$ cat src/design/tpgm_pkg.sv
// Shared constants, command and status types for the two-path grid collector.
package tpgm_pkg;

  localparam int MAX_N_DEFAULT = 16;
  localparam int VALUE_W       = 10;
  localparam int SUM_W         = 16;
  localparam int SIZE_W        = 5;
  localparam logic [SIZE_W-1:0] SIZE_RESET = SIZE_W'(16);
  localparam logic [SUM_W-1:0]  SUM_LIMIT  = {SUM_W{1'b1}};

  // Commands from the controller to the datapath
  typedef struct packed {
    logic load;     // write one accepted cell word
    logic init_rd;  // read the corner cell
    logic init_wr;  // seed the first layer and start the diagonal loop
    logic rd0;      // read gains and the first predecessor pair
    logic rd1;      // read the second predecessor pair
    logic wr;       // write one DP entry and advance the indices
    logic publish;  // move the result into the output register
  } ctrl_cmd_t;

  // Status from the datapath to the controller
  typedef struct packed {
    logic grid_last;  // current load position is the last cell
    logic n_one;      // grid side is one
    logic loop_end;   // current DP entry is the final one
    logic out_busy;   // output register still holds an untaken word
  } ctrl_status_t;

  // Clamp a raw size to 1..max_n
  function automatic int eff_size(logic [SIZE_W-1:0] gs, int max_n);
    int n;
    n = int'(gs);
    if (n == 0) n = 1;
    if (n > max_n) n = max_n;
    return n;
  endfunction

endpackage

$ cat src/design/tpgm_ctrl.sv
// Controller state machine: load, seed, three-phase DP step, result hand-off.
module tpgm_ctrl (
  input  logic                  clk,
  input  logic                  rst,
  input  logic                  clear,
  input  logic                  in_valid,
  output logic                  in_ready,
  input  tpgm_pkg::ctrl_status_t status,
  output tpgm_pkg::ctrl_cmd_t    cmd
);

  localparam logic [2:0] S_LOAD  = 3'd0;
  localparam logic [2:0] S_INIT0 = 3'd1;
  localparam logic [2:0] S_INIT1 = 3'd2;
  localparam logic [2:0] S_RD0   = 3'd3;
  localparam logic [2:0] S_RD1   = 3'd4;
  localparam logic [2:0] S_WR    = 3'd5;
  localparam logic [2:0] S_FIN   = 3'd6;

  logic [2:0] state, state_next;

  assign in_ready = (state == S_LOAD);

  // Decode commands and next state
  always_comb begin
    cmd        = '0;
    state_next = state;
    unique case (state)
      S_LOAD: begin
        cmd.load = in_valid;
        if (in_valid && status.grid_last) state_next = S_INIT0;
      end
      S_INIT0: begin
        cmd.init_rd = 1'b1;
        state_next  = S_INIT1;
      end
      S_INIT1: begin
        cmd.init_wr = 1'b1;
        state_next  = status.n_one ? S_FIN : S_RD0;
      end
      S_RD0: begin
        cmd.rd0    = 1'b1;
        state_next = S_RD1;
      end
      S_RD1: begin
        cmd.rd1    = 1'b1;
        state_next = S_WR;
      end
      S_WR: begin
        cmd.wr     = 1'b1;
        state_next = status.loop_end ? S_FIN : S_RD0;
      end
      S_FIN: begin
        if (!status.out_busy) begin
          cmd.publish = 1'b1;
          state_next  = S_LOAD;
        end
      end
      default: state_next = S_LOAD;
    endcase
    // A size write drops any grid in progress
    if (clear) begin
      cmd        = '0;
      state_next = S_LOAD;
    end
  end

  // Hold state
  always_ff @(posedge clk) begin
    if (rst) state <= S_LOAD;
    else     state <= state_next;
  end

endmodule

$ cat config.mk
export PLATFORM = sky130hd
export DESIGN_NAME = tpgm_ctrl
export DESIGN_NICKNAME = d
export VERILOG_FILES = /design/src/design/tpgm_pkg.sv /design/src/design/tpgm_ctrl.sv
export SDC_FILE = /design/constraint.sdc
export NUM_CORES = 1
export LEC_CHECK = 0
export BUFFER_PORTS_ARGS = -buffer_cell sky130_fd_sc_hd__buf_2
export CORE_AREA = 4 4 41 43
export DETAILED_ROUTE_END_ITERATION = 7
export DIE_AREA = 0 0 45 47
export GPL_TIMING_DRIVEN = 1
export MAX_ROUTING_LAYER = met4
export PLACE_DENSITY = 0.5
export REMOVE_ABC_BUFFERS = 1
export SYNTH_ARGS = -nofsm -noshare
export SYNTH_HDL_FRONTEND = slang
export SYNTH_SLANG_ARGS = --single-unit
$ cat constraint.sdc
create_clock -name clk -period 1.3 [get_ports clk]
set_clock_uncertainty 0.05 [all_clocks]
set_input_delay 0 -clock clk [delete_from_list [all_inputs] [get_ports clk]]
set_output_delay 0 -clock clk [all_outputs]
set_load 0.1 [all_outputs]
# == Word level (Yosys, flattened, before mapping) ==
# Cells that the tools add are included.
# totals
register_bits,3
in_bits,8
wordCells,27
# op_classes
eq_ne,8
mux,14
n_reduce_logical,4
# ops
operator,count
$pmux 3 s7,1
$mux 3,4
$eq 3x3->1 const B,3
$mux 1,8
$mux 7,1
$eq 3x2->1 const B,2
$eq 3x1->1 const B,1
$logic_not 3->1,1
$ne 2x1->1 const B,1
$ne 2x2->1 const B,1
$reduce_and 2->1,1
$reduce_or 2->1,1
$logic_and 1x1->1,1

# == Logic depth before layout (Yosys ltp) ==
# logic_depth
word_depth,3
mapped_depth,4
ltp_nobuf,3

# == Worst setup path after synthesis ==
# No wires, ideal clock.
# synth_timing
kind,register to output
startpoint,reg state[1]
endpoint,out cmd[5] (netlist name)
t_arrival_ns,2.605
required_time_ns,1.250
path_slack_ns,-1.355
path_stages_with_launch,4
path_buffers,1
path_cell_list,dfxtp_1 > buf_6 > nand2b_1 > nor3_1
# synth_lines
item,line,text
"start, declared",tpgm_ctrl.sv:20,"logic [2:0] state, state_next;"
"start signal, assigned",tpgm_ctrl.sv:71,else state <= state_next;
"end, declared",tpgm_ctrl.sv:9,output tpgm_pkg::ctrl_cmd_t cmd

==> metrics.cfg <==
[clock_network]
htree_levels=1
clock-sinks=3
clk_pin_slew_worst_paths_ns=0.04
clk_latency_ns=0.24
cts_tree=done
clockBufferDepth=2
cts_buffers=3
root_buffer=clkbuf_4

[floorplanning]
placementRows=13
core_um2=1300
io_pins=16
die_h_um=47
die_area_um2=2120
die_x_um=45
initial_core_util=0.185

[sta]
setup_ws_ns=-0.133
rsz0062_at_grt=true
slew_violations=0
min_period_over_period=1.10
tightest_slew_ns=0.274
final-hold-violation-count=0
fmaxAchievable_mhz=698
min_period_ns=1.43
relSlewSlack=0.816
finalSetupTns_ns=-0.183
setup_viol=2

[detailed_routing]
ant_nets=0
post_drt_wl_per_cell_um=11.7
firstDrtPassIters=4
drc=0
wl_um=856
vias=328
via_per_inst=4.49
drtIter0Drc=2

[cells_and_area]
reg_top3=state: 3 flops
fin_nets=67
final_layout_size_suffix_gt1_frac=0.552
design_area_um2=548
n_antenna_cell=0
syn_to_final_growth_pct=128
regMostFlops=state
largest_register_ffs=3

[place]
io_buffers=15
gp_congestion=0.747
place_area_um2=475
dp_hpwl_um=608

[worst_setup_path]
required_ns=1.25
cp_max_fo=5
end_kind=output port
crit_arrival_ns=1.38
path_class=flop to output port
r2r_slack_ns=0.20
critPathLaunchType=flop

[synth]
yosys.area_share.simple=0.448
synth_fa_ha_area_frac=0
yosysSeqAreaShare=0.250
synth_top_family_by_area=simple AND/OR/NAND/NOR gates
synth_compound_area_frac=0.203
syn_inst=34
synth_mux_area_frac=0
yosysUniqueCellTypes=17
syn_area_um2=240
synth-seq-cells=3
syn_area_per_cell_um2=7.07
synth-xor-area-share=0
ys_warn_count=0

[power_and_ir_drop]
p_leak_nw=0.233
power_density_nw_per_um2=700
power_mw=0.383
ir_worst_vdd_v=0.000269

[global_routing]
grt_pass1_vias=340
grt_max_degree=7
grt_use_total=0.0994
grt_remaining_overflow=0
grt_pass1_wl_um=1370
antenna_found_initial=0

[flow_run]
cap_violations=0

[outcome]
outcome=finished with violations
violations=negative setup slack

[worst_hold_path]
hold_class=input port to flop

-- critical path, cell delays in order (launching register included) --
cell     delay, ns
dfxtp_2       0.33
or3_4         0.39
nor3b_4       0.22
buf_12        0.20
-- report_power, final --
group          switching [mW]  leakage (nW)  internal [mW]
clock network          0.0581        0.0150          0.116
logic                  0.0671         0.193         0.0454
registers             0.00211        0.0252         0.0950
total                   0.127         0.233          0.256
-- what timing repair did --
item                                   in CTS  in global routing
hold buffers                                1                  0
setup endpoints to repair                   6                  6
pin swaps                                   2                  0
endpoints found under the hold margin       3                  0
setup buffers                               1                  0
resized for setup                           7                  0
-- logic make-up (layout without fill, tap and decap cells) --
family	count (synthesis)	in the layout
and+or+nand+nor	19	19
buffers and inverters	4	28
AOI/OAI and AO/OA	8	8
DFF	3	3
-- layout by cell type, fill, tap and decap left out, drive strengths merged --
master,netlist,routed
a21oi,2,2
a22oi,1,1
and2,1,1
buf,2,21
clkbuf,0,4
dfxtp,3,3
dlygate4sd3,0,1
inv,2,2
nand2,3,3
nand2b,3,3
nor2,3,3
nor2b,1,1
nor3,6,6
nor3b,1,1
o21a,1,1
o21ai,3,3
o221ai,1,1
or3,1,1
-- worst paths after layout --
check,endpoint,cells past startpoint,start
worst max-delay path,cmd[6],3,state[0]$_SDFFE_PP0P_
worst min-delay path,state[2]$_SDFFE_PP0P_,3,status[1]
worst max register to register,state[0]$_SDFFE_PP0P_,3,state[0]$_SDFFE_PP0P_
worst min register to register,state[2]$_SDFFE_PP0P_,2,state[0]$_SDFFE_PP0P_
-- layout make-up --
| class | count | area, um^2 |
|---|---|---|
| sequential | 3 | 62.6 |
| multi-input combinational | 27 | 183 |
| fill | 141 | 753 |
| clock buffer | 4 | 26.3 |
| tap | 15 | 18.8 |
| inverter | 2 | 7.51 |
| timing repair buffer | 22 | 250 |
-- stage by stage --
stage | worst slack, ns | std cells | utilization | hold WS [ns]
4_1_cts | -0.142 | 73 | 0.421 | 0.0291
6_report | -0.133 | 73 | 0.421 | 0.0324
5_1_grt | -0.179 | 73 | 0.421 | 0.0621
2_1_floorplan | -1.36 | 32 | - | 0.120
3_5_place_dp | 0.0404 | 67 | 0.365 | 0.223
3_3_place_gp | 0.0791 | 67 | 0.365 | 0.237
-- Yosys cell counts --
library cell	number	area share
buf_2	1	0.021
and2_1	1	0.026
o21a_1	1	0.031
a22oi_1	1	0.031
a21oi_1	2	0.042
nor2b_1	1	0.026
or3_4	1	0.047
nor3_1	6	0.13
nand2b_1	3	0.078
inv_1	2	0.031
dfxtp_1	3	0.25
o21ai_0	3	0.062
nand2_1	3	0.047
o221ai_1	1	0.036
buf_6	1	0.047
nor3b_2	1	0.052
nor2_1	3	0.047
-- routing by layer --
layer | up-vias | track usage | wire length, um
li1 | 166 | - | -
met1 | 144 | 0.0907 | 325
met2 | 16 | 0.169 | 436
met3 | 2 | 0.0268 | 74
met4 | 0 | 0.0877 | 20
met5 | - | - | 0
(Power assumes the default switching activity.)
